==> src/hdl/otel_pkg.sv <==
// Shared types, codes and conversion constants for the over-temperature episode logger.
package otel_pkg;

  localparam int TEMP_W   = 9;
  localparam int ADC_W    = 12;
  localparam int SETV_W   = 8;
  localparam int SEC_W    = 6;
  localparam int MIN_W    = 6;
  localparam int HOUR_W   = 5;
  localparam int IDX_W    = 8;
  localparam int OP_W     = 3;
  localparam int SCALED_W = 28;
  localparam int DIFF_W   = 15;
  localparam int PROD_W   = 31;

  localparam logic [SCALED_W-1:0] CONV_SLOPE  = 28'd33000;
  localparam logic [SCALED_W-1:0] CONV_OFFSET = 28'd119705600;
  // floor(x / 93) == (x * 45101) >> 22 for every x below 2**15
  localparam logic [PROD_W-1:0]   CONV_RECIP  = 31'd45101;
  localparam int                  RECIP_SHIFT = 22;

  localparam logic [TEMP_W-1:0] THRESHOLD_RESET = 9'd40;
  localparam logic [SEC_W-1:0]  SEC_MAX  = 6'd59;
  localparam logic [MIN_W-1:0]  MIN_MAX  = 6'd59;
  localparam logic [HOUR_W-1:0] HOUR_MAX = 5'd23;

  typedef enum logic [OP_W-1:0] {
    OP_TICK      = 3'd0,
    OP_SET_SEC   = 3'd1,
    OP_SET_MIN   = 3'd2,
    OP_SET_HOUR  = 3'd3,
    OP_CLEAR_LOG = 3'd4
  } op_t;

  typedef struct packed {
    logic [TEMP_W-1:0] temp;
    logic              clamped;
  } conv_t;

  typedef struct packed {
    logic [IDX_W-1:0]  record_index;
    logic [TEMP_W-1:0] record_peak;
    logic              record_valid;
    logic [HOUR_W-1:0] clock_hours;
    logic [MIN_W-1:0]  clock_minutes;
    logic [SEC_W-1:0]  clock_seconds;
    logic              clamped_low;
    logic              over_threshold;
    logic [TEMP_W-1:0] temperature;
  } result_t;

endpackage

==> src/hdl/otel_convert.sv <==
// Sample-to-degrees conversion: offset subtract, zero clamp, constant divide by reciprocal.
module otel_convert (
  input  logic [otel_pkg::SCALED_W-1:0] scaled,
  output otel_pkg::conv_t               conv
);

  logic [otel_pkg::SCALED_W-1:0] diff;
  logic [otel_pkg::DIFF_W-1:0]   coarse;
  logic [otel_pkg::PROD_W-1:0]   prod;
  logic                          negative;

  assign negative = scaled > otel_pkg::CONV_OFFSET;
  assign diff     = otel_pkg::CONV_OFFSET - scaled;
  // divide by 4096 first, then by 93
  assign coarse   = diff[otel_pkg::DIFF_W+11:12];
  assign prod     = otel_pkg::PROD_W'(coarse) * otel_pkg::CONV_RECIP;

  always_comb begin
    conv.clamped = negative;
    if (negative) begin
      conv.temp = '0;
    end else begin
      conv.temp = prod[otel_pkg::RECIP_SHIFT +: otel_pkg::TEMP_W];
    end
  end

endmodule

==> src/hdl/otel_episode.sv <==
// Time-of-day counters, episode peak tracking and record numbering.
module otel_episode (
  input  logic                        clk,
  input  logic                        rst,
  input  logic                        step,
  input  logic [otel_pkg::OP_W-1:0]   op,
  input  logic [otel_pkg::SETV_W-1:0] set_value,
  input  otel_pkg::conv_t             conv,
  input  logic [otel_pkg::TEMP_W-1:0] threshold,
  output otel_pkg::result_t           result
);

  logic [otel_pkg::SEC_W-1:0]  seconds_count, seconds_count_next;
  logic [otel_pkg::MIN_W-1:0]  minutes_count, minutes_count_next;
  logic [otel_pkg::HOUR_W-1:0] hours_count, hours_count_next;
  logic                        episode_active, episode_active_next;
  logic [otel_pkg::TEMP_W-1:0] episode_peak, episode_peak_next;
  logic [otel_pkg::IDX_W-1:0]  records_written, records_written_next;
  logic                        over;

  assign over = conv.temp >= threshold;

  always_comb begin
    seconds_count_next   = seconds_count;
    minutes_count_next   = minutes_count;
    hours_count_next     = hours_count;
    episode_active_next  = episode_active;
    episode_peak_next    = episode_peak;
    records_written_next = records_written;
    result               = '0;

    unique case (otel_pkg::op_t'(op))
      otel_pkg::OP_TICK: begin
        result.temperature    = conv.temp;
        result.clamped_low    = conv.clamped;
        result.over_threshold = over;
        if (seconds_count >= otel_pkg::SEC_MAX) begin
          seconds_count_next = '0;
          if (minutes_count >= otel_pkg::MIN_MAX) begin
            minutes_count_next = '0;
            if (hours_count >= otel_pkg::HOUR_MAX) begin
              hours_count_next = '0;
            end else begin
              hours_count_next = hours_count + 1'b1;
            end
          end else begin
            minutes_count_next = minutes_count + 1'b1;
          end
        end else begin
          seconds_count_next = seconds_count + 1'b1;
        end
        if (over) begin
          if (!episode_active || conv.temp > episode_peak) begin
            episode_peak_next = conv.temp;
          end
          episode_active_next = 1'b1;
        end else if (episode_active) begin
          result.record_valid  = 1'b1;
          result.record_peak   = episode_peak;
          result.record_index  = records_written;
          records_written_next = records_written + 1'b1;
          episode_active_next  = 1'b0;
          episode_peak_next    = '0;
        end
      end
      otel_pkg::OP_SET_SEC: begin
        if (set_value > otel_pkg::SETV_W'(otel_pkg::SEC_MAX)) begin
          seconds_count_next = otel_pkg::SEC_MAX;
        end else begin
          seconds_count_next = set_value[otel_pkg::SEC_W-1:0];
        end
      end
      otel_pkg::OP_SET_MIN: begin
        if (set_value > otel_pkg::SETV_W'(otel_pkg::MIN_MAX)) begin
          minutes_count_next = otel_pkg::MIN_MAX;
        end else begin
          minutes_count_next = set_value[otel_pkg::MIN_W-1:0];
        end
      end
      otel_pkg::OP_SET_HOUR: begin
        if (set_value > otel_pkg::SETV_W'(otel_pkg::HOUR_MAX)) begin
          hours_count_next = otel_pkg::HOUR_MAX;
        end else begin
          hours_count_next = set_value[otel_pkg::HOUR_W-1:0];
        end
      end
      otel_pkg::OP_CLEAR_LOG: begin
        records_written_next = '0;
      end
      default: begin
      end
    endcase

    result.clock_seconds = seconds_count_next;
    result.clock_minutes = minutes_count_next;
    result.clock_hours   = hours_count_next;
  end

  always_ff @(posedge clk) begin
    if (rst) begin
      seconds_count   <= '0;
      minutes_count   <= '0;
      hours_count     <= '0;
      episode_active  <= 1'b0;
      episode_peak    <= '0;
      records_written <= '0;
    end else if (step) begin
      seconds_count   <= seconds_count_next;
      minutes_count   <= minutes_count_next;
      hours_count     <= hours_count_next;
      episode_active  <= episode_active_next;
      episode_peak    <= episode_peak_next;
      records_written <= records_written_next;
    end
  end

endmodule

==> src/hdl/over_temperature_episode_logger_core.sv <==
// Top level of the over-temperature episode logger: input stage, result stage, threshold.
//
//  channel    | direction | fields
//  s_* stream | in        | tuser: operation; tdata: adc_sample, set_value
//  m_* stream | out       | tuser: record_valid; tdata: temperature .. record_index
//  threshold  | in        | alarm_threshold_we / alarm_threshold_wdata
//
// One transfer per cycle sustained while m_tready is high; the input register loads on
// the input transfer, the result register from it once the result stage can advance.
// The input register holds the sample already scaled by the conversion slope; the result
// register is loaded from the combinational conversion divide and clock/episode update.
// s_tready drops only while both stages are full and m_tready is low.
// rst is synchronous; after it the clock, episode and record counter are zero, threshold 40.
module over_temperature_episode_logger_core (
  input  logic        clk,
  input  logic        rst,
  input  logic        s_tvalid,
  output logic        s_tready,
  input  logic [23:0] s_tdata,   // adc_sample[11:0], set_value[19:12], zero fill
  input  logic [2:0]  s_tuser,   // operation[2:0]
  output logic        m_tvalid,
  input  logic        m_tready,
  // temperature[8:0], over_threshold[9], clamped_low[10], clock_seconds[16:11],
  // clock_minutes[22:17], clock_hours[27:23], record_peak[36:28], record_index[44:37]
  output logic [47:0] m_tdata,
  output logic [0:0]  m_tuser,   // record_valid[0]
  input  logic        alarm_threshold_we,
  input  logic [8:0]  alarm_threshold_wdata
);

  logic                          in_valid;
  logic [otel_pkg::OP_W-1:0]     in_op;
  logic [otel_pkg::SCALED_W-1:0] in_scaled;
  logic [otel_pkg::SETV_W-1:0]   in_setv;
  logic                          out_valid;
  otel_pkg::result_t             out_result;
  otel_pkg::result_t             result;
  otel_pkg::conv_t               conv;
  logic [otel_pkg::TEMP_W-1:0]   threshold;
  logic                          advance;
  logic                          step;

  assign advance  = !out_valid || m_tready;
  assign step     = in_valid && advance;
  assign s_tready = !in_valid || advance;

  always_ff @(posedge clk) begin
    if (rst) begin
      in_valid  <= 1'b0;
      out_valid <= 1'b0;
      threshold <= otel_pkg::THRESHOLD_RESET;
    end else begin
      if (s_tvalid && s_tready) begin
        in_valid <= 1'b1;
      end else if (step) begin
        in_valid <= 1'b0;
      end
      if (step) begin
        out_valid <= 1'b1;
      end else if (m_tready) begin
        out_valid <= 1'b0;
      end
      if (alarm_threshold_we) begin
        threshold <= alarm_threshold_wdata;
      end
    end
  end

  always_ff @(posedge clk) begin
    if (s_tvalid && s_tready) begin
      in_op     <= s_tuser;
      in_setv   <= s_tdata[19:12];
      in_scaled <= otel_pkg::SCALED_W'(s_tdata[11:0]) * otel_pkg::CONV_SLOPE;
    end
    if (step) begin
      out_result <= result;
    end
  end

  otel_convert u_convert (
    .scaled (in_scaled),
    .conv   (conv)
  );

  otel_episode u_episode (
    .clk       (clk),
    .rst       (rst),
    .step      (step),
    .op        (in_op),
    .set_value (in_setv),
    .conv      (conv),
    .threshold (threshold),
    .result    (result)
  );

  assign m_tvalid = out_valid;
  assign m_tuser  = out_result.record_valid;
  assign m_tdata  = {3'b000,
                     out_result.record_index,
                     out_result.record_peak,
                     out_result.clock_hours,
                     out_result.clock_minutes,
                     out_result.clock_seconds,
                     out_result.clamped_low,
                     out_result.over_threshold,
                     out_result.temperature};

  a_record_below: assert property (@(posedge clk) disable iff (rst)
    m_tvalid && out_result.record_valid |-> !out_result.over_threshold)
    else $error("record emitted on an over-threshold result");

  a_clamp_zero: assert property (@(posedge clk) disable iff (rst)
    m_tvalid && out_result.clamped_low |-> out_result.temperature == '0)
    else $error("clamped result with nonzero temperature");

  a_step_loads: assert property (@(posedge clk) disable iff (rst)
    step |=> out_valid && !$past(rst))
    else $error("processed item did not reach the result stage");

  a_ready_when_empty: assert property (@(posedge clk) disable iff (rst)
    !out_valid |-> s_tready)
    else $error("input stalled with empty result stage");

endmodule

==> config.mk <==
export PLATFORM = sky130hd
export DESIGN_NAME = over_temperature_episode_logger_core
export DESIGN_NICKNAME = d
export VERILOG_FILES = /design/src/hdl/otel_pkg.sv /design/src/hdl/otel_convert.sv /design/src/hdl/otel_episode.sv /design/src/hdl/over_temperature_episode_logger_core.sv
export SDC_FILE = /design/constraint.sdc
export NUM_CORES = 1
export LEC_CHECK = 0
export ABC_AREA = 1
export ABC_CLOCK_PERIOD_IN_PS = 15600
export BUFFER_PORTS_ARGS = -buffer_cell sky130_fd_sc_hd__buf_4
export CORE_MARGIN = 2
export CORE_UTILIZATION = 65
export CTS_CLUSTER_DIAMETER = 30
export DETAILED_ROUTE_END_ITERATION = 7
export HOLD_SLACK_MARGIN = 0.1
export PLACE_DENSITY = 0.82
export SLEW_MARGIN = 10
export SYNTH_ARGS = -nofsm -noshare
export SYNTH_HDL_FRONTEND = slang
export SYNTH_HIERARCHICAL = 1
export SYNTH_SLANG_ARGS = --single-unit
==> constraint.sdc <==
create_clock -name clk -period 15.6 [get_ports clk]
set_clock_uncertainty 0.05 [all_clocks]
set_input_delay 3.9 -clock clk [delete_from_list [all_inputs] [get_ports clk]]
set_output_delay 3.9 -clock clk [all_outputs]
set_load 0.02 [all_outputs]
==> results.toml <==
[detailed_routing]
drc_errors = 0
vias = 11544
drt-total-wl_um = 31000
wire_per_inst_um = 14.2
dr.pass1.iters = 6
drtIter0Drc = 882
ant_nets = 0
vias_per_cell = 5.30

[floorplanning]
die_w_um = 148
start_util = 0.665
core_area_mm2 = 0.0203
ios = 92
die_y_um = 148
dieArea_mm2 = 0.0219
rows = 52

[yosys]
synth_edf_count = 82
yosys-top-cells-count = "nand2_1, inv_1, ha_1"
ys_seq_area_frac = 0.251
netlist_area_mm2 = 0.0135
synth_area_leader_cell = "ha_1"
synth_ff_type = "edfxtp_1"
synth_cells = 1795
ys_async_sr_fraction = 0
synthTopCellsByArea = "ha_1, edfxtp_1, nand2_1, inv_1, fa_1"
yosys_register_bits = 128
yosysWarnings = 6
ys_types = 46
synth_top_area_share = 0.196
yosysMostFrequentCell = "nand2_1"
synth_area_per_cell_um2 = 7.51

[clock_tree]
postCtsSetupRepairBufs = 0
cts-resized-gates = 0
clock_latency_ns = 0.44
cts_num_sinks = 128
hold_buffers = 0
numCtsBuffers = 17
htree_levels = 4
cts_tree = "built"
root_buffer = "clkbuf_16"
cts.clk_slew.worst_paths_ns = 0.07
cts_buffer_depth = 2

[grt]
grt_pass1_wl_um = 51200
grt.total_usage = 0.290
antenna_found_initial = 0
grt_pass1_vias = 11361
grt_max_degree = 59
grt_overflow = 0

[worst_setup_path]
reg2reg_slack_ns = 7.45
arrival_ns = 4.43
critPathBufInv = 3
slowest_stage = "buf_4"
crit_top_cell = "buf_4"
critPathTopFamily = "buffers and inverters"
critPathMaxStageDelay_ns = 0.18
critPathKind = "input pin to output port"
crit_chain = "buf_4 -> inv_1 -> nand3_1 -> buf_4"
startpoint_type = "input pin"
crit_required_ns = 11.65
crit_path_max_fanout = 3
endpoint_kind = "output port"

[place]
post-dp-hpwl_um = 24700
gp_congestion = 0.930
portBuffers = 84

[sta]
rsz0062_at_grt = "false"
tightest_slew_ns = 0.715
max_clock_freq_mhz = 119
finalSetupViolations = 0
timing.final.crit_period_ns = 8.38
drv_slew = 0
slew_headroom = 0.523
hold_viol = 0
tns_ns = 0
period_share = 0.537

[run_status]
status = "finished, final reports clean"

[layout]
area_growth_pct = 11.5
multiInputGateArea_mm2 = 0.00854
n_antenna_cell = 0
final_nets = 2216
drive_gt1_frac = 0.102
n_fill_cell = 1583
regArea_mm2 = 0.00338

[run]
cap_viol_max_count = 0

[hold_path]
min_path_type = "flop to flop"
==> routing by layer <==
| layer | track usage | vias up | part of all wire | wire length, um |
|---|---|---|---|---|
| met3 | 0.0353 | 79 | 0.047 | 1470 |
| met2 | 0.538 | 363 | 0.51 | 16000 |
| met4 | 0.120 | 0 | 0.034 | 1060 |
| met5 | 0 | - | 0 | 0 |
| met1 | 0.338 | 5269 | 0.40 | 12500 |
| li1 | - | 5833 | - | - |
==> layout by cell type, fill, tap and decap left out, types with 2 or more instances in the layout <==
cell type | Yosys | layout
nor2_1 | 200 | 200
nor2_4 | 11 | 11
a21oi_1 | 78 | 77
nand2_4 | 5 | 5
nand2_2 | 13 | 13
nand3b_1 | 6 | 6
or2_2 | 3 | 3
o211ai_1 | 8 | 8
inv_1 | 386 | 386
o21bai_1 | 8 | 8
clkbuf_16 | 0 | 18
nand3_1 | 103 | 103
clkinv_8 | 0 | 3
xor2_1 | 15 | 15
dfxtp_1 | 46 | 46
nor3b_1 | 2 | 2
a21oi_2 | 3 | 3
nand3_2 | 8 | 8
fa_1 | 68 | 68
o21ai_1 | 3 | 3
conb_1 | 1 | 13
edfxtp_1 | 82 | 82
a21o_1 | 3 | 3
ha_1 | 211 | 211
inv_8 | 0 | 6
nand4_1 | 17 | 17
clkinv_1 | 2 | 2
xnor2_1 | 4 | 4
o21ai_0 | 41 | 41
inv_2 | 13 | 13
nor2_2 | 12 | 12
nand2_1 | 404 | 404
nor3_1 | 12 | 12
buf_4 | 4 | 86
inv_6 | 0 | 4
==> layout make-up <==
cell class	instances	share of cell area
Multi-Input combinational cell	1260	0.568
Sequential cell	128	0.225
Inverter	403	0.101
Timing Repair Buffer	86	0.0429
Clock buffer	18	0.0300
Tap cell	270	0.0225
Clock inverter	14	0.0106
==> tightest hold or removal path, stage by stage, from the launching register on <==
cell and delay, ns:
dfxtp_1 0.31, nand2_1 0.06, a21oi_1 0.05
==> kinds of logic (layout without fill, tap and decap cells) <==
group,after synthesis,after routing,synth area share
xor+xnor,19,19,0.0123
buf+inv,419,521,0.120
fa+ha+maj,279,279,0.297
other cells,1,13,0.000278
flops,128,128,0.251
compound gates,150,150,0.0622
simple gates,799,799,0.258
==> path summary, 6_finish.rpt <==
path                                     start                            to  depth (start not counted)
hold reg to reg   u_episode/records_written[7]  u_episode/records_written[7]                          2
setup / recovery                      m_tready                      s_tready                          4
hold / removal    u_episode/records_written[7]  u_episode/records_written[7]                          2
setup reg to reg                 in_scaled[22]     u_episode/episode_peak[1]                         38
==> flip-flops by register name (all words and copies together), names as in the netlist <==
| signal | cells |
|---|---|
| in_op | 3 |
| in_scaled | 25 |
| in_setv | 8 |
| in_valid | 1 |
| m_tdata | 45 |
| m_tuser | 1 |
| m_tvalid | 1 |
| threshold | 9 |
| u_episode/episode_active | 1 |
| u_episode/episode_peak | 9 |
| u_episode/hours_count | 5 |
| u_episode/minutes_count | 6 |
| u_episode/records_written | 8 |
| u_episode/seconds_count | 6 |
==> through the flow <==
stage	worst slack [ns]	utilization	std cells	hold slack [ns]	area, um^2
detailed placement	7.22	0.711	2147	0.405	14400
global placement	7.23	0.711	2147	0.400	14400
floorplan	7.48	-	1807	0.379	13500
global route	6.93	0.741	2179	0.445	15000
CTS	7.22	0.741	2179	0.420	15000
finish	7.22	0.741	2179	0.423	15000
Power is left out: the tool's default activity adds up to more than one toggle a clock period on the data nets, which glitch-free logic cannot reach.
